$ cat src/rtl/i2cbm_pkg.sv
// Shared types, codes and helpers for the I2C bit-level master.
// Used by i2cbm_regs, i2cbm_seq and i2c_bit_level_master_unit; no dependencies.
package i2cbm_pkg;

  localparam int DELAY_BITS = 8;
  localparam int CFG_W      = 8;
  localparam int BYTE_W     = 8;
  localparam int BIT_IDX_W  = 3;
  localparam int CMP_W      = (DELAY_BITS > CFG_W) ? DELAY_BITS : CFG_W;
  localparam int PADDR_W    = 4;
  localparam int PDATA_W    = 32;

  localparam logic [DELAY_BITS-1:0] DELAY_MAX = '1;
  localparam logic [BIT_IDX_W-1:0]  BIT_LAST  = '1;

  localparam logic [CFG_W-1:0] LONG_DELAY_RST  = CFG_W'(4);
  localparam logic [CFG_W-1:0] BIT_DELAY_RST   = CFG_W'(2);
  localparam logic [CFG_W-1:0] SHORT_DELAY_RST = CFG_W'(1);
  localparam logic [CFG_W-1:0] ACK_TIMEOUT_RST = CFG_W'(250);

  typedef enum logic [3:0] {
    PH_IDLE, PH_ST1, PH_ST2, PH_SP1, PH_SP2, PH_WA1, PH_WA2, PH_WAP,
    PH_WR_LOW, PH_WR_HIGH, PH_WR_TAIL, PH_RD_LOW, PH_RD_HIGH,
    PH_AK_LOW, PH_AK_HIGH
  } phase_t;

  typedef enum logic [2:0] {
    OP_START    = 3'd0,
    OP_STOP     = 3'd1,
    OP_WRITE    = 3'd2,
    OP_WAIT_ACK = 3'd3,
    OP_READ     = 3'd4
  } op_t;

  typedef enum logic [1:0] {
    REG_LONG_DELAY  = 2'd0,
    REG_BIT_DELAY   = 2'd1,
    REG_SHORT_DELAY = 2'd2,
    REG_ACK_TIMEOUT = 2'd3
  } reg_idx_t;

  typedef struct packed {
    logic [CFG_W-1:0] long_delay;
    logic [CFG_W-1:0] bit_delay;
    logic [CFG_W-1:0] short_delay;
    logic [CFG_W-1:0] ack_timeout;
  } cfg_t;

  typedef struct packed {
    logic              cmd_valid;
    logic [2:0]        op;
    logic [BYTE_W-1:0] tx_byte;
    logic              send_ack;
    logic              sda_in;
  } cmd_t;

  typedef struct packed {
    logic              scl_level;
    logic              sda_level;
    logic              sda_driving;
    logic              busy_res;
    logic              done_res;
    logic [BYTE_W-1:0] rx_byte;
    logic              ack_missing;
  } res_t;

  // Phase length: zero counts as one tick, clamp to counter range.
  function automatic logic [DELAY_BITS-1:0] load_delay(input logic [CFG_W-1:0] d);
    logic [CMP_W-1:0] dx;
    logic [CMP_W-1:0] mx;
    dx = CMP_W'(d);
    mx = CMP_W'(DELAY_MAX);
    if (dx == '0) dx = CMP_W'(1);
    if (dx > mx) dx = mx;
    return dx[DELAY_BITS-1:0];
  endfunction

endpackage

$ cat src/rtl/i2c_bit_level_master_unit.sv
// Top level of the I2C bit-level master: input register, sequencer, result register.
// Depends on i2cbm_pkg, i2cbm_regs and i2cbm_seq.
//
//   port group   direction  handshake            payload
//   in_*         request in  in_valid/in_ready    cmd_valid op tx_byte send_ack sda_in
//   out_*        result out  out_valid/out_ready  scl/sda levels, status, rx_byte
//   cfg_*        APB r/w     psel/penable/pready  four 8-bit delay/timeout registers
//
// One request per clock unless out_ready stalls: each request is one bus tick,
// stepped through the sequencer in the cycle it leaves the input register; its
// result is registered. Throughput: one request per unstalled cycle, one step each.
// Reset (rst_n low, synchronous) gives the bus init state and reloads register defaults.
// A stalled out_ready holds the result register; the input register then fills and
// in_ready drops.
module i2c_bit_level_master_unit (
  input  logic                                  clk,
  input  logic                                  rst_n,
  input  logic                                  in_valid,
  output logic                                  in_ready,
  input  logic                                  in_cmd_valid,
  input  logic [2:0]                            in_op,
  input  logic [i2cbm_pkg::BYTE_W-1:0]          in_tx_byte,
  input  logic                                  in_send_ack,
  input  logic                                  in_sda_in,
  output logic                                  out_valid,
  input  logic                                  out_ready,
  output logic                                  out_scl_level,
  output logic                                  out_sda_level,
  output logic                                  out_sda_driving,
  output logic                                  out_busy_res,
  output logic                                  out_done_res,
  output logic [i2cbm_pkg::BYTE_W-1:0]          out_rx_byte,
  output logic                                  out_ack_missing,
  input  logic                                  cfg_psel,
  input  logic                                  cfg_penable,
  input  logic                                  cfg_pwrite,
  input  logic [i2cbm_pkg::PADDR_W-1:0]         cfg_paddr,
  input  logic [i2cbm_pkg::PDATA_W-1:0]         cfg_pwdata,
  output logic [i2cbm_pkg::PDATA_W-1:0]         cfg_prdata,
  output logic                                  cfg_pready
);
  import i2cbm_pkg::*;

  cfg_t cfg;
  cmd_t in_cmd_r, in_cmd_nxt;
  logic in_v_r,   in_v_nxt;
  res_t res;
  res_t out_res_r, out_res_nxt;
  logic out_v_r,  out_v_nxt;
  logic step_en;
  logic in_acc;

  assign step_en  = in_v_r & (~out_v_r | out_ready);
  assign in_ready = ~in_v_r | step_en;
  assign in_acc   = in_valid & in_ready;

  always_comb begin
    in_v_nxt    = in_v_r;
    in_cmd_nxt  = in_cmd_r;
    out_v_nxt   = out_v_r;
    out_res_nxt = out_res_r;
    if (step_en) begin
      in_v_nxt = 1'b0;
    end
    if (in_acc) begin
      in_v_nxt             = 1'b1;
      in_cmd_nxt.cmd_valid = in_cmd_valid;
      in_cmd_nxt.op        = in_op;
      in_cmd_nxt.tx_byte   = in_tx_byte;
      in_cmd_nxt.send_ack  = in_send_ack;
      in_cmd_nxt.sda_in    = in_sda_in;
    end
    if (out_v_r && out_ready) begin
      out_v_nxt = 1'b0;
    end
    if (step_en) begin
      out_v_nxt   = 1'b1;
      out_res_nxt = res;
    end
  end

  always_ff @(posedge clk) begin
    if (!rst_n) begin
      in_v_r  <= 1'b0;
      out_v_r <= 1'b0;
    end else begin
      in_v_r  <= in_v_nxt;
      out_v_r <= out_v_nxt;
    end
  end

  always_ff @(posedge clk) begin
    in_cmd_r  <= in_cmd_nxt;
    out_res_r <= out_res_nxt;
  end

  i2cbm_regs u_regs (
    .clk     (clk),
    .rst_n   (rst_n),
    .psel    (cfg_psel),
    .penable (cfg_penable),
    .pwrite  (cfg_pwrite),
    .paddr   (cfg_paddr),
    .pwdata  (cfg_pwdata),
    .prdata  (cfg_prdata),
    .pready  (cfg_pready),
    .cfg     (cfg)
  );

  i2cbm_seq u_seq (
    .clk     (clk),
    .rst_n   (rst_n),
    .step_en (step_en),
    .cmd     (in_cmd_r),
    .cfg     (cfg),
    .res     (res)
  );

  assign out_valid       = out_v_r;
  assign out_scl_level   = out_res_r.scl_level;
  assign out_sda_level   = out_res_r.sda_level;
  assign out_sda_driving = out_res_r.sda_driving;
  assign out_busy_res    = out_res_r.busy_res;
  assign out_done_res    = out_res_r.done_res;
  assign out_rx_byte     = out_res_r.rx_byte;
  assign out_ack_missing = out_res_r.ack_missing;

`ifndef NO_ASSERTIONS
  a_step_fills_out: assert property (@(posedge clk) disable iff (!rst_n)
    step_en |=> out_v_r)
    else $error("sequencer step did not load the result register");

  a_held_request: assert property (@(posedge clk) disable iff (!rst_n)
    (in_v_r && !step_en) |=> (in_v_r && $stable(in_cmd_r)))
    else $error("waiting request lost from the input register");

  a_done_not_busy: assert property (@(posedge clk) disable iff (!rst_n)
    out_v_r |-> !(out_res_r.done_res && out_res_r.busy_res))
    else $error("done reported while a sequence is still running");

  a_released_sda: assert property (@(posedge clk) disable iff (!rst_n)
    out_v_r |-> (out_res_r.sda_driving || out_res_r.sda_level))
    else $error("SDA level low while the line is released");
`endif

endmodule

$ cat src/rtl/i2cbm_regs.sv
// APB-style configuration registers for the I2C bit-level master.
// Depends on i2cbm_pkg for widths, register codes and reset values.
module i2cbm_regs (
  input  logic                           clk,
  input  logic                           rst_n,
  input  logic                           psel,
  input  logic                           penable,
  input  logic                           pwrite,
  input  logic [i2cbm_pkg::PADDR_W-1:0]  paddr,
  input  logic [i2cbm_pkg::PDATA_W-1:0]  pwdata,
  output logic [i2cbm_pkg::PDATA_W-1:0]  prdata,
  output logic                           pready,
  output i2cbm_pkg::cfg_t                cfg
);
  import i2cbm_pkg::*;

  cfg_t     cfg_r;
  cfg_t     cfg_nxt;
  logic     wr_en;
  reg_idx_t idx;
  logic [CFG_W-1:0] rd_val;

  assign pready = 1'b1;
  assign wr_en  = psel & penable & pwrite;
  assign idx    = reg_idx_t'(paddr[PADDR_W-1:2]);

  always_comb begin
    cfg_nxt = cfg_r;
    if (wr_en) begin
      case (idx)
        REG_LONG_DELAY:  cfg_nxt.long_delay  = pwdata[CFG_W-1:0];
        REG_BIT_DELAY:   cfg_nxt.bit_delay   = pwdata[CFG_W-1:0];
        REG_SHORT_DELAY: cfg_nxt.short_delay = pwdata[CFG_W-1:0];
        REG_ACK_TIMEOUT: cfg_nxt.ack_timeout = pwdata[CFG_W-1:0];
        default: ;
      endcase
    end
  end

  always_comb begin
    case (idx)
      REG_LONG_DELAY:  rd_val = cfg_r.long_delay;
      REG_BIT_DELAY:   rd_val = cfg_r.bit_delay;
      REG_SHORT_DELAY: rd_val = cfg_r.short_delay;
      REG_ACK_TIMEOUT: rd_val = cfg_r.ack_timeout;
      default:         rd_val = '0;
    endcase
  end

  assign prdata = PDATA_W'(rd_val);
  assign cfg    = cfg_r;

  always_ff @(posedge clk) begin
    if (!rst_n) begin
      cfg_r.long_delay  <= LONG_DELAY_RST;
      cfg_r.bit_delay   <= BIT_DELAY_RST;
      cfg_r.short_delay <= SHORT_DELAY_RST;
      cfg_r.ack_timeout <= ACK_TIMEOUT_RST;
    end else begin
      cfg_r <= cfg_nxt;
    end
  end

endmodule

$ cat src/rtl/i2cbm_seq.sv
// Bus sequencer state and one-tick step logic for the I2C bit-level master.
// Depends on i2cbm_pkg for phase and op codes, structs and load_delay.
module i2cbm_seq (
  input  logic             clk,
  input  logic             rst_n,
  input  logic             step_en,
  input  i2cbm_pkg::cmd_t  cmd,
  input  i2cbm_pkg::cfg_t  cfg,
  output i2cbm_pkg::res_t  res
);
  import i2cbm_pkg::*;

  phase_t                 phase_r,   phase_nxt;
  logic [BIT_IDX_W-1:0]   bit_idx_r, bit_idx_nxt;
  logic [BYTE_W-1:0]      shift_r,   shift_nxt;
  logic [DELAY_BITS-1:0]  dly_r,     dly_nxt;
  logic [CFG_W-1:0]       tmo_r,     tmo_nxt;
  logic                   scl_r,     scl_nxt;
  logic                   sda_r,     sda_nxt;
  logic                   sda_dir_r, sda_dir_nxt;
  logic                   ack_sel_r, ack_sel_nxt;
  logic [BYTE_W-1:0]      rx_r,      rx_nxt;
  logic                   nack_r,    nack_nxt;
  logic                   poll;
  logic                   done;

  always_comb begin
    phase_nxt   = phase_r;
    bit_idx_nxt = bit_idx_r;
    shift_nxt   = shift_r;
    dly_nxt     = dly_r;
    tmo_nxt     = tmo_r;
    scl_nxt     = scl_r;
    sda_nxt     = sda_r;
    sda_dir_nxt = sda_dir_r;
    ack_sel_nxt = ack_sel_r;
    rx_nxt      = rx_r;
    nack_nxt    = nack_r;
    poll        = 1'b0;
    done        = 1'b0;

    if (phase_r == PH_IDLE) begin
      if (cmd.cmd_valid) begin
        case (cmd.op)
          OP_START: begin
            sda_dir_nxt = 1'b1;
            sda_nxt     = 1'b1;
            scl_nxt     = 1'b1;
            dly_nxt     = load_delay(cfg.long_delay);
            phase_nxt   = PH_ST1;
          end
          OP_STOP: begin
            sda_dir_nxt = 1'b1;
            scl_nxt     = 1'b0;
            sda_nxt     = 1'b0;
            dly_nxt     = load_delay(cfg.long_delay);
            phase_nxt   = PH_SP1;
          end
          OP_WRITE: begin
            sda_dir_nxt = 1'b1;
            scl_nxt     = 1'b0;
            sda_nxt     = cmd.tx_byte[BYTE_W-1];
            shift_nxt   = {cmd.tx_byte[BYTE_W-2:0], 1'b0};
            bit_idx_nxt = '0;
            dly_nxt     = load_delay(cfg.bit_delay);
            phase_nxt   = PH_WR_LOW;
          end
          OP_WAIT_ACK: begin
            sda_dir_nxt = 1'b0;
            sda_nxt     = 1'b1;
            tmo_nxt     = '0;
            dly_nxt     = load_delay(cfg.short_delay);
            phase_nxt   = PH_WA1;
          end
          OP_READ: begin
            sda_dir_nxt = 1'b0;
            sda_nxt     = 1'b1;
            scl_nxt     = 1'b0;
            shift_nxt   = '0;
            bit_idx_nxt = '0;
            ack_sel_nxt = cmd.send_ack;
            dly_nxt     = load_delay(cfg.bit_delay);
            phase_nxt   = PH_RD_LOW;
          end
          default: ;
        endcase
      end
    end else if (phase_r == PH_WAP) begin
      poll = 1'b1;
    end else if (dly_r > DELAY_BITS'(1)) begin
      dly_nxt = dly_r - DELAY_BITS'(1);
    end else begin
      case (phase_r)
        PH_ST1: begin
          sda_nxt   = 1'b0;
          dly_nxt   = load_delay(cfg.long_delay);
          phase_nxt = PH_ST2;
        end
        PH_ST2: begin
          scl_nxt   = 1'b0;
          phase_nxt = PH_IDLE;
          done      = 1'b1;
        end
        PH_SP1: begin
          scl_nxt   = 1'b1;
          dly_nxt   = load_delay(cfg.long_delay);
          phase_nxt = PH_SP2;
        end
        PH_SP2: begin
          sda_nxt   = 1'b1;
          phase_nxt = PH_IDLE;
          done      = 1'b1;
        end
        PH_WA1: begin
          scl_nxt   = 1'b1;
          dly_nxt   = load_delay(cfg.short_delay);
          phase_nxt = PH_WA2;
        end
        PH_WA2: poll = 1'b1;
        PH_WR_LOW: begin
          scl_nxt   = 1'b1;
          dly_nxt   = load_delay(cfg.bit_delay);
          phase_nxt = PH_WR_HIGH;
        end
        PH_WR_HIGH: begin
          scl_nxt   = 1'b0;
          dly_nxt   = load_delay(cfg.bit_delay);
          phase_nxt = PH_WR_TAIL;
        end
        PH_WR_TAIL: begin
          if (bit_idx_r == BIT_LAST) begin
            phase_nxt = PH_IDLE;
            done      = 1'b1;
          end else begin
            bit_idx_nxt = bit_idx_r + BIT_IDX_W'(1);
            sda_nxt     = shift_r[BYTE_W-1];
            shift_nxt   = {shift_r[BYTE_W-2:0], 1'b0};
            dly_nxt     = load_delay(cfg.bit_delay);
            phase_nxt   = PH_WR_LOW;
          end
        end
        PH_RD_LOW: begin
          scl_nxt   = 1'b1;
          dly_nxt   = load_delay(cfg.short_delay);
          phase_nxt = PH_RD_HIGH;
        end
        PH_RD_HIGH: begin
          shift_nxt = {shift_r[BYTE_W-2:0], cmd.sda_in};
          scl_nxt   = 1'b0;
          dly_nxt   = load_delay(cfg.bit_delay);
          if (bit_idx_r == BIT_LAST) begin
            sda_dir_nxt = 1'b1;
            sda_nxt     = ~ack_sel_r;
            phase_nxt   = PH_AK_LOW;
          end else begin
            bit_idx_nxt = bit_idx_r + BIT_IDX_W'(1);
            phase_nxt   = PH_RD_LOW;
          end
        end
        PH_AK_LOW: begin
          scl_nxt   = 1'b1;
          dly_nxt   = load_delay(cfg.bit_delay);
          phase_nxt = PH_AK_HIGH;
        end
        PH_AK_HIGH: begin
          scl_nxt   = 1'b0;
          rx_nxt    = shift_r;
          phase_nxt = PH_IDLE;
          done      = 1'b1;
        end
        default: phase_nxt = PH_IDLE;
      endcase
    end

    if (poll) begin
      if (!cmd.sda_in) begin
        scl_nxt   = 1'b0;
        nack_nxt  = 1'b0;
        phase_nxt = PH_IDLE;
        done      = 1'b1;
      end else if (tmo_r >= cfg.ack_timeout) begin
        nack_nxt    = 1'b1;
        sda_dir_nxt = 1'b1;
        scl_nxt     = 1'b0;
        sda_nxt     = 1'b0;
        dly_nxt     = load_delay(cfg.long_delay);
        phase_nxt   = PH_SP1;
      end else begin
        tmo_nxt   = tmo_r + CFG_W'(1);
        phase_nxt = PH_WAP;
      end
    end
  end

  always_comb begin
    res.scl_level   = scl_nxt;
    res.sda_level   = sda_dir_nxt ? sda_nxt : 1'b1;
    res.sda_driving = sda_dir_nxt;
    res.busy_res    = (phase_nxt != PH_IDLE);
    res.done_res    = done;
    res.rx_byte     = rx_nxt;
    res.ack_missing = nack_nxt;
  end

  always_ff @(posedge clk) begin
    if (!rst_n) begin
      phase_r   <= PH_IDLE;
      bit_idx_r <= '0;
      shift_r   <= '0;
      dly_r     <= '0;
      tmo_r     <= '0;
      scl_r     <= 1'b1;
      sda_r     <= 1'b1;
      sda_dir_r <= 1'b1;
      ack_sel_r <= 1'b0;
      rx_r      <= '0;
      nack_r    <= 1'b0;
    end else if (step_en) begin
      phase_r   <= phase_nxt;
      bit_idx_r <= bit_idx_nxt;
      shift_r   <= shift_nxt;
      dly_r     <= dly_nxt;
      tmo_r     <= tmo_nxt;
      scl_r     <= scl_nxt;
      sda_r     <= sda_nxt;
      sda_dir_r <= sda_dir_nxt;
      ack_sel_r <= ack_sel_nxt;
      rx_r      <= rx_nxt;
      nack_r    <= nack_nxt;
    end
  end

endmodule
$ cat config.mk
export PLATFORM = sky130hd
export DESIGN_NAME = i2c_bit_level_master_unit
export DESIGN_NICKNAME = d
export VERILOG_FILES = /design/src/rtl/i2cbm_pkg.sv /design/src/rtl/i2c_bit_level_master_unit.sv /design/src/rtl/i2cbm_regs.sv /design/src/rtl/i2cbm_seq.sv
export SDC_FILE = /design/constraint.sdc
export NUM_CORES = 1
export LEC_CHECK = 0
export BUFFER_PORTS_ARGS = -buffer_cell sky130_fd_sc_hd__buf_4
export CORE_UTILIZATION = 52
export CTS_CLUSTER_DIAMETER = 80
export DETAILED_ROUTE_END_ITERATION = 6
export GPL_TIMING_DRIVEN = 0
export HOLD_SLACK_MARGIN = 0.08
export PLACE_DENSITY = 0.75
export SLEW_MARGIN = 20
export SYNTH_ARGS = -nofsm -noshare
export SYNTH_HDL_FRONTEND = slang
export SYNTH_SLANG_ARGS = --single-unit
$ cat constraint.sdc
create_clock -name clk -period 2.65 [get_ports clk]
set_input_delay 0.3975 -clock clk [delete_from_list [all_inputs] [get_ports clk]]
set_output_delay 0.3975 -clock clk [all_outputs]
set_load 0.02 [all_outputs]
==> results of run 1 <==
-- metal layers --
metal,track usage,wire length (um),share of wire
met4,0.125,691,0.035
met1,0.430,8300,0.42
met3,0.0697,2090,0.10
met5,0,0,0
met2,0.491,8850,0.44
-- synth_stat cells, drive strengths merged (6+ instances only) --
cell type  number  share of area
mux2            9          0.016
mux4            8          0.028
clkbuf         32          0.019
nand2          69          0.041
o21ai          29          0.023
or3             7         0.0069
nor2           55          0.033
a21o            6         0.0071
a211oi         18          0.024
a22oi          13          0.015
a211o           9          0.012
buf            42          0.044
ha             14          0.028
a31oi           7         0.0069
nand2b          9         0.0088
dfxtp          78           0.25
mux2i          28          0.044
nor4           10          0.012
a221oi          7          0.012
inv            18          0.011
edfxtp         28           0.13
nor2b           7         0.0069
nor3b           8         0.0094
nor3           24          0.023
nand3          34          0.028
a21oi          51          0.040
and3            6         0.0059
-- area by class of cell --
| class | count | area, um^2 | share of cell area |
|---|---|---|---|
| plain buffers | 73 | 417 | 0.0560 |
| clock buffers | 10 | 233 | 0.0313 |
| clock inverters | 6 | 62.6 | 0.00840 |
| inverters | 20 | 78.8 | 0.0106 |
| multi-input cells | 541 | 3640 | 0.489 |
| flip-flops and latches | 106 | 2400 | 0.323 |
| well taps | 147 | 184 | 0.0247 |
| repair buffers | 57 | 428 | 0.0575 |
-- cell families after synthesis --
group,count (synthesis)
simple gates,253
buf+inv,94
fa+ha+maj,14
other cells,2
mux,45
xor+xnor,4
compound gates,200
flops,106
-- flip-flops by register name (all words and copies together), names as in the netlist, 3 cells and up --
name / count
u_regs.cfg: 32
in_cmd_r: 14
out_rx_byte: 8
u_seq.dly_r: 8
u_seq.rx_r: 8
u_seq.shift_r: 8
u_seq.tmo_r: 8
u_seq.phase_r: 4
u_seq.bit_idx_r: 3
-- power by group through the flow --
stage | clock [uW] | sequential (uW) | combinational, uW
after floorplan | 0 | 1800 | 605
after global placement | 0 | 1800 | 871
after detailed placement | 0 | 1800 | 879
after CTS | 1350 | 1770 | 904
after global routing | 1410 | 1770 | 993
final | 1340 | 1770 | 942
-- worst max-delay path, cell delays in order, from the launching register on --
cell and delay (ps):
dfxtp_1 310, clkbuf_1 210, buf_2 250, nor2_2 200, nand2_1 120, a221oi_2 360, o311ai_1 170, a21boi_1 170
or4_1 580
-- per-stage QoR --
| step | total power [uW] | TNS (ps) | instances | hold WS [ps] |
|---|---|---|---|---|
| after global routing | 4180 | -116 | 960 | 195 |
| after detailed placement | 2680 | -2990 | 941 | 447 |
| final | 4050 | 0 | 960 | 214 |
| after floorplan | 2410 | 0 | 741 | 434 |
| after global placement | 2670 | -6850 | 941 | 441 |
| after CTS | 4020 | -3.36 | 959 | 206 |
-- layout by cell type (no fill, tap or decap), types with 4 or more instances in the layout --
cell type	count
a211o_1	9
clkbuf_1	23
nor3b_1	7
nand2_1	68
a222oi_1	4
nor4_1	8
or3_1	6
nand2b_1	8
clkbuf_2	6
buf_2	9
a211oi_1	15
a21o_1	6
a311oi_1	4
ha_1	13
mux2_2	9
o21a_1	5
nor3_1	19
mux2i_1	28
clkbuf_16	9
inv_1	18
or2_2	4
edfxtp_1	28
buf_4	83
o211ai_1	5
nor2b_1	7
a31oi_1	6
mux4_2	8
and3_1	6
nand3_1	32
nor2_1	52
a221oi_1	5
o21ai_0	27
a22oi_1	13
a21oi_1	51
buf_1	5
dfxtp_1	76
a221o_1	5
o31ai_1	5
conb_1	25
-- timing repair --
action | CTS | global route
setup buffers | 2 | 2
hold endpoints to repair | 0 | 0
pin swaps | 1 | 3
endpoints found under the setup margin | 38 | 61
gates resized for setup | 13 | 21
hold buffers | 0 | 0
-- final timing paths --
path,endpoint,slack (ps),depth (start not counted)
worst max register to register,out_busy_res,8,8
worst max-delay path,out_busy_res,8,8
worst min-delay path,in_cmd_r[10],210,1
worst min register to register,u_seq.rx_r[4],460,2
==> key figures, run 1 <==
Power and ir drop
  – Flop pwr share: 0.437
  – Pleak: slightly below 0.003 uW
  – NetSw: 1310 uW
  – Comb pwr share: 0.233
  – P_int: around 2700 uW
  – Sw frac: 0.324
  – Clock power share: 0.330
  – Peak supply drop: roughly 640 uV
  – PwrDens: ~540 mW/mm^2

STA
  – Final hold viol count: 0
  – Clock Skew: between 9 and 10 ps
  – Tmin final: 2640 ps
  – Max_slew headroom: 0.387
  – Unrepaired setup endpoints after global routing: true
  – Final Cycle Share: 0.997
  – Final setup margin: roughly 7.7 ps
  – FMAX: roughly 380 MHz
  – Max-slew violations: 0
  – Final setup viols: 0
  – Actual slew at the worst max-slew pin: a little over 900 ps

Placed design
  – Placed Area: 0.00704 mm^2
  – Pre-CTS setup slack: -325 ps
  – GP Congestion: approximately 1
  – Port buffer count: 53
  – HPWL after DPL: roughly 15 mm

Global route
  – Grt ovf: 0
  – First-pass GRT wire length: 30.8 mm
  – Largest net degree at the start of global routing: 24
  – Gr usage total: 0.316
  – Initial antenna violation count: 0
  – Vias in the first global route: around 5600

Synth
  – Post-synth EDFFs: 28
  – Flops & latches, synth: ~110
  – Seq/Total Area, Yosys: 0.377
  – Main combinational cell family by area after synthesis: compound AO/OA/AOI/OAI gates
  – Synthesized instance count: roughly 720
  – Mapped cell area: between 0.006 and 0.007 mm^2
  – Simple-Gate Fraction of Synth Area: 0.203
  – Adder-cell share of the synthesized area: 0.0275
  – Mux contribution to synthesized area: 0.0882
  – Area share of xor/xnor cells in the synthesized design: 0.00550
  – Post-synthesis compound-gate area fraction: 0.222
  – Synth Area per Inst: 8.87 um^2
  – Async SR Flop Fraction: 0
  – Distinct cell type count after synthesis: 77
  – YS warnings: 0
  – Ys flop type: dfxtp_1

Die
  – Initial Util: 0.532
  – Horiz. Die Dim: between 100 and 150 um
  – Die H: between 100 and 150 um
  – I/O pin total: 106
  – Core Region: ~0.012 mm^2
  – Full die area: about 0.013 mm^2
  – Row Count: 40

Worst hold path
  – Hold_sp: in_op[0]
  – Worst min path class: in -> reg

Finish
  – Synth-to-Final Area Change: 16.9%
  – Fin util: 0.622
  – Layout cells sized above 1: 0.212
  – Fill cells: around 1000
  – Final Cell Area: 0.00744 mm^2
  – Layout Nets: between 800 and 900
  – Diode count: 0

Routing
  – Avg Vias per Cell: 6.46
  – Drt total wl: roughly 20 mm
  – Vias after detailed routing: 6204
  – Detail Route Antenna Nets: 0
  – DR WL/cell: 20.8 um
  – Pre-antenna DRT Iters: 7
  – Residual DRC count: 0
  – Drt initial violations: approximately 820

Worst setup path
  – Worst r2r src: u_seq.phase_r[0]
  – Crit path DAT: between 2000 and 3000 ps
  – Startpoint Class: register
  – CP Capture Type: register
  – Crit path kind: reg -> reg
  – WP data required: 2730 ps
  – Max FO, Critical Path: 10
  – Critical path origin: u_seq.phase_r[0]

Clocking
  – Clock sink count: 106
  – CTS Buffer Depth: 2
  – Clock Latency Late Sink: ~360 ps
  – Clk root buf: clkbuf_16
  – Worst-path clk slew: 80 ps
  – CTS tree: done
  – Htree depth: 3
  – Num CTS Buffers: 9

Run
  – Max cap viols: 0

Outcome
  – Outcome: completed
No activity file was read; power rests on OpenSTA's default activity.
==> run 2: changes to the inputs <==
Settings changed: CELL_PAD_IN_SITES_DETAIL_PLACEMENT set to 1, CELL_PAD_IN_SITES_GLOBAL_PLACEMENT set to 2, CORE_UTILIZATION 52 to 35, PLACE_DENSITY 0.75 to not set, PLACE_DENSITY_LB_ADDON set to 0.1, SLEW_MARGIN 20 to not set.
==> key figures, run 2 (synthesis results as in run 1) <==
Power and ir drop
  – Sw frac: 0.322
  – Flop pwr share: 0.411
  – NetSw: ~1400 uW
  – Peak supply drop: around 400 uV
  – Comb pwr share: 0.241
  – P_int: between 2000 and 3000 uW
  – Total power: ~4300 uW
  – Pleak: between 0.003 and 0.004 uW
  – Clock power share: 0.348
  – PwrDens: 561 mW/mm^2

Die
  – Horiz. Die Dim: 137 um
  – Full die area: roughly 0.019 mm^2
  – I/O pin total: around 110
  – Initial Util: 0.363
  – Row Count: 48
  – Core Region: about 0.018 mm^2
  – Die H: 137 um

Routing
  – Vias after detailed routing: between 6000 and 7000
  – Avg Vias per Cell: a little under 6
  – Residual DRC count: 0
  – Detail Route Antenna Nets: 0
  – Pre-antenna DRT Iters: 5
  – DR WL/cell: 22.9 um
  – Drt total wl: ~24 mm
  – Drt initial violations: 420

Clocking
  – Num CTS Buffers: 9
  – CTS tree: done
  – Worst-path clk slew: around 80 ps
  – Clk root buf: clkbuf_16
  – Htree depth: 3
  – Clock sink count: ~110
  – Clock Latency Late Sink: 360 ps
  – CTS Buffer Depth: 2

Worst setup path
  – Crit path DAT: approximately 2700 ps
  – Startpoint Class: register
  – WP data required: around 2800 ps
  – CP Capture Type: register
  – Cell chain of the critical path: inv_2 -> ha_4 -> o21ba_4 -> nand3_2 -> a221oi_4 -> o311ai_2 -> a21boi_1 -> or4_1
  – Crit-path max cell delay: about 560 ps
  – WP buf/inv: 1
  – Max stage delay cell, worst path: or4_1
  – Delay-heaviest family, CP: compound AO/OA/AOI/OAI gates
  – Max FO, Critical Path: 7
  – Crit path kind: reg -> reg

Global route
  – Met2 Use GR: 0.436
  – Met3 Use GR: 0.0478
  – Largest net degree at the start of global routing: 24
  – First-pass GRT wire length: between 30 and 40 mm
  – Grt ovf: 0
  – Initial antenna violation count: 0
  – Gr usage total: 0.265
  – Top Usage Layer GRT: met2
  – Vias in the first global route: about 6300
  – Met1 Usage GRT: 0.351

Placed design
  – HPWL after DPL: ~18 mm
  – GP Congestion: 0.890
  – Port buffer count: 53
  – Pre-CTS setup slack: -607 ps

Finish
  – Commonest non-fill, non-tap cell in the layout: buf_4
  – Diode count: 0
  – Max reg flops: 32
  – Synth-to-Final Area Change: 21.0%
  – Layout cells sized above 1: 0.228
  – Commonest cells after routing, fill and taps aside: buf_4 (89), dfxtp_1 (75), nand2_1 (69)
  – Layout Nets: 883

STA
  – Min Hold Slack: about 210 ps
  – Final setup margin: 15.7 ps
  – Max-slew violations: 0
  – Final setup viols: 0
  – Actual slew at the worst max-slew pin: 966 ps
  – Unrepaired setup endpoints after global routing: true
  – FMAX: 380 MHz
  – Final Cycle Share: 0.994
  – Max_slew headroom: 0.352
  – Clock Skew: between 15 and 20 ps
  – Final hold viol count: 0
  – Tmin final: 2630 ps

Run
  – Max cap viols: 0

Outcome
  – Outcome: completed

Worst hold path
  – Worst min path class: in -> reg
[run 2: changes by cell type in the layout (fill, tap and decap cells not counted), sizes merged]
cell      delta
clkinvlp     +1
clkinv       -3
bufinv       +1
buf          +5
[run 2: metal layers]
metal | routed length, um | share of wire | vias up
li1 | - | - | 2824
met1 | 10700 | 0.45 | 3072
met2 | 11400 | 0.48 | 210
met3 | 1280 | 0.053 | 33
met4 | 482 | 0.020 | 0
met5 | 0 | 0 | -
[run 2: worst register-to-register path: stages (launching register included)]
cell and delay (ps):
dfxtp_2 380, inv_2 120, ha_4 180, o21ba_4 200, nand3_2 150, a221oi_4 380
o311ai_2 210, a21boi_1 190, or4_1 570
[run 2: power by group through the flow]
stage,Clock (uW),Sequential (uW),Combinational [uW]
floorplan,0,1800,605
global placement,0,1810,915
detailed placement,0,1810,930
CTS,1540,1770,996
global route,1590,1780,1110
finish,1500,1780,1040
[run 2: worst paths after layout]
check,from,to,slack (ps),cells after the start
worst max-delay path,u_seq.dly_r[0],out_busy_res,20,8
worst min register to register,u_seq.rx_r[3],u_seq.rx_r[3],470,2
worst max register to register,u_seq.dly_r[0],out_busy_res,20,8
worst min-delay path,in_tx_byte[3],in_cmd_r[5],210,1
[run 2: metrics by stage]
| stage | cell area (um^2) | std cells | util | setup TNS, ps |
|---|---|---|---|---|
| after global placement | 7130 | 1019 | 0.407 | -17040 |
| after detailed placement | 7130 | 1019 | 0.407 | -18140 |
| after CTS | 7610 | 1040 | 0.434 | 0 |
| after floorplan | 6450 | 741 | - | 0 |
| after global routing | 7700 | 1042 | 0.439 | -33.4 |
| final | 7700 | 1042 | 0.439 | 0 |
[run 2: repair_timing]
action                     CTS  global route
buffers inserted             6             3
hold endpoints to repair     0             0
pin swaps                    3             2
resized for setup           25            25
hold buffers                 0             0
setup endpoints to repair   67            49
cloned                       0             0
[run 2: final cells by class]
| cell class | instances | area [um^2] |
|---|---|---|
| clock inverter | 5 | 77.6 |
| clock buffer | 11 | 254 |
| multi-input combinational | 541 | 3710 |
| timing repair buffer | 62 | 478 |
| sequential | 106 | 2410 |
| buffer | 72 | 415 |
| tap | 225 | 282 |
| inverter | 20 | 82.6 |
| fill | 2079 | 9830 |
==> run 3: changes to the inputs <==
Settings changed: ABC_AREA set to 1, CORE_UTILIZATION 35 to 32, CTS_CLUSTER_SIZE set to 16.
==> key figures, run 3 <==
STA
  – Max-slew violations: 0
  – FMAX: between 400 and 500 MHz
  – Final setup viols: 0
  – Final hold viol count: 0
  – Actual slew at the worst max-slew pin: approximately 860 ps
  – Tmin final: between 2000 and 2500 ps
  – Max_slew headroom: 0.429
  – Min Hold Slack: 203 ps
  – Final Cycle Share: 0.919
  – Clock Skew: around 11 ps
  – Unrepaired setup endpoints after global routing: false

Routing
  – Met2 wire length: between 10 and 15 mm
  – Residual DRC count: 0
  – Detail Route Antenna Nets: 0
  – DR WL met3: a little over 700 um
  – Avg Vias per Cell: roughly 5.0
  – DR WL/cell: 18.4 um
  – Pre-antenna DRT Iters: 4
  – Drt total wl: approximately 23 mm
  – WL met1: 11.8 mm
  – Drt initial violations: 340
  – Uppermost layer routed: met4
  – Vias after detailed routing: 6251

Synth
  – Distinct cell type count after synthesis: 46
  – Yosys top cell area share: 0.245
  – Seq/Total Area, Yosys: 0.377
  – Async SR Flop Fraction: 0
  – Flops & latches, synth: about 110
  – Top-count cell post-synth: nand2_1
  – Post-synth top area cell: dfxtp_1
  – Commonest cells post-synth: nand2_1 (183), inv_1 (111), o21ai_0 (100)
  – Synthesized instance count: between 800 and 900
  – Post-synth EDFFs: 28
  – Top cells by area, synth: dfxtp_1 (24%), edfxtp_1 (13%), nand2_1 (11%)
  – YS warnings: 0
  – Ys flop type: dfxtp_1
  – Mapped cell area: approximately 0.0064 mm^2
  – Synth Area per Inst: slightly above 7 um^2

Power and ir drop
  – Pleak: between 0.003 and 0.004 uW
  – PwrDens: between 500 and 600 mW/mm^2
  – Peak supply drop: 280 uV

Placed design
  – Placed Area: ~0.0072 mm^2
  – HPWL after DPL: between 15 and 20 mm
  – GP Congestion: 0.882
  – Port buffer count: 53
  – DP Cell Count: around 1200

Finish
  – Commonest cells after routing, fill and taps aside: nand2_1 (183), inv_1 (111), o21ai_0 (100)
  – Fin util: 0.384
  – Final Cell Area: 0.00750 mm^2
  – Diode count: 0
  – Fill cells: ~2500
  – Layout cells sized above 1: 0.160
  – Sequential cell area: ~0.0024 mm^2
  – Synth-to-Final Area Change: 17.7%
  – Layout Nets: about 1100
  – Multi-input gate area: 0.00327 mm^2
  – Commonest non-fill, non-tap cell in the layout: nand2_1
  – Max reg flops: 32
  – Fin cells: approximately 1300

Worst setup path
  – Crit path DAT: between 2000 and 3000 ps
  – Crit-path max cell delay: roughly 570 ps
  – Crit path kind: reg -> reg
  – Max stage delay cell, worst path: nor3_4
  – WP buf/inv: 2
  – Delay-heaviest family, CP: simple AND/OR/NAND/NOR gates
  – Cell chain of the critical path: inv_1 -> ha_2 -> nor2_2 -> nor2_1 -> nand3_2 -> nor3_4 -> buf_6 -> nand2_1 -> o21ai_2
  – WP data required: about 2900 ps
  – Max FO, Critical Path: 10
  – Startpoint Class: register
  – CP Capture Type: register

Clocking
  – CTS Buffer Depth: 2
  – Num CTS Buffers: 9
  – Clock Latency Late Sink: 370 ps
  – Clock sink count: between 100 and 150
  – Resized cells post-CTS: 0
  – CTS tree: done
  – Clk root buf: clkbuf_16
  – Htree depth: 3
  – Post-CTS setup buffers: 0
  – CTS Hold Buffers Added: 0
  – Worst-path clk slew: roughly 90 ps

Global route
  – Vias in the first global route: 6154
  – Grt ovf: 0
  – Largest net degree at the start of global routing: 24
  – Initial antenna violation count: 0
  – First-pass GRT wire length: ~36 mm
  – Gr usage total: 0.238

Die
  – Horiz. Die Dim: ~140 um
  – Row Count: 51
  – Core Region: 0.0195 mm^2
  – Initial Util: 0.326
  – I/O pin total: between 100 and 150
  – Die H: 143 um
  – Full die area: 0.0205 mm^2

Run
  – Max cap viols: 0

Outcome
  – Outcome: completed

Worst hold path
  – Worst min path class: in -> reg
run 3: routing by layer:
layer,track usage,up-vias
met4,0.0696,0
met3,0.0329,25
met5,0,-
li1,-,3104
met2,0.368,92
met1,0.340,3030
run 3: area by class of cell:
cell class,count,area share
Multi-Input combinational cell,639,0.435
Sequential cell,106,0.320
Inverter,120,0.0602
Timing Repair Buffer,53,0.0530
Buffer,56,0.0465
Tap cell,265,0.0442
Clock buffer,9,0.0300
Clock inverter,7,0.0105
run 3: path summary, 6_finish.rpt:
path,depth (start not counted),slack (ps),endpoint,startpoint
worst min-delay path,1,200,in_cmd_r[10],in_op[0]
worst max-delay path,9,210,out_rx_byte[5],u_seq.dly_r[0]
worst max register to register,9,210,out_rx_byte[5],u_seq.dly_r[0]
worst min register to register,2,480,u_seq.bit_idx_r[1],u_seq.bit_idx_r[1]
run 3: logic make-up (layout without fill, tap and decap cells):
| group | after synthesis | count (layout) | synth area share |
|---|---|---|---|
| adders and majority gates | 14 | 14 | 0.0275 |
| other | 2 | 25 | 0.00118 |
| buffers and inverters | 176 | 245 | 0.125 |
| DFF | 106 | 106 | 0.377 |
| xor gates and xnor gates | 9 | 9 | 0.0124 |
| and+or+nand+nor | 346 | 346 | 0.239 |
| AOI/OAI and AO/OA | 245 | 245 | 0.218 |
run 3: stage by stage:
stage	setup slack (ps)	setup TNS [ps]	total power [uW]
floorplan	792	0	2550
global placement	-40.0	-556	2910
detailed placement	120	0	2910
CTS	119	0	4330
global route	12.2	0	4530
finish	214	0	4300
run 3: power by group:
group / internal (uW) / switching [uW] / total (uW)
Clock: 682 / 733 / 1410
Sequential: 1750 / 72.2 / 1830
Combinational: 354 / 703 / 1060
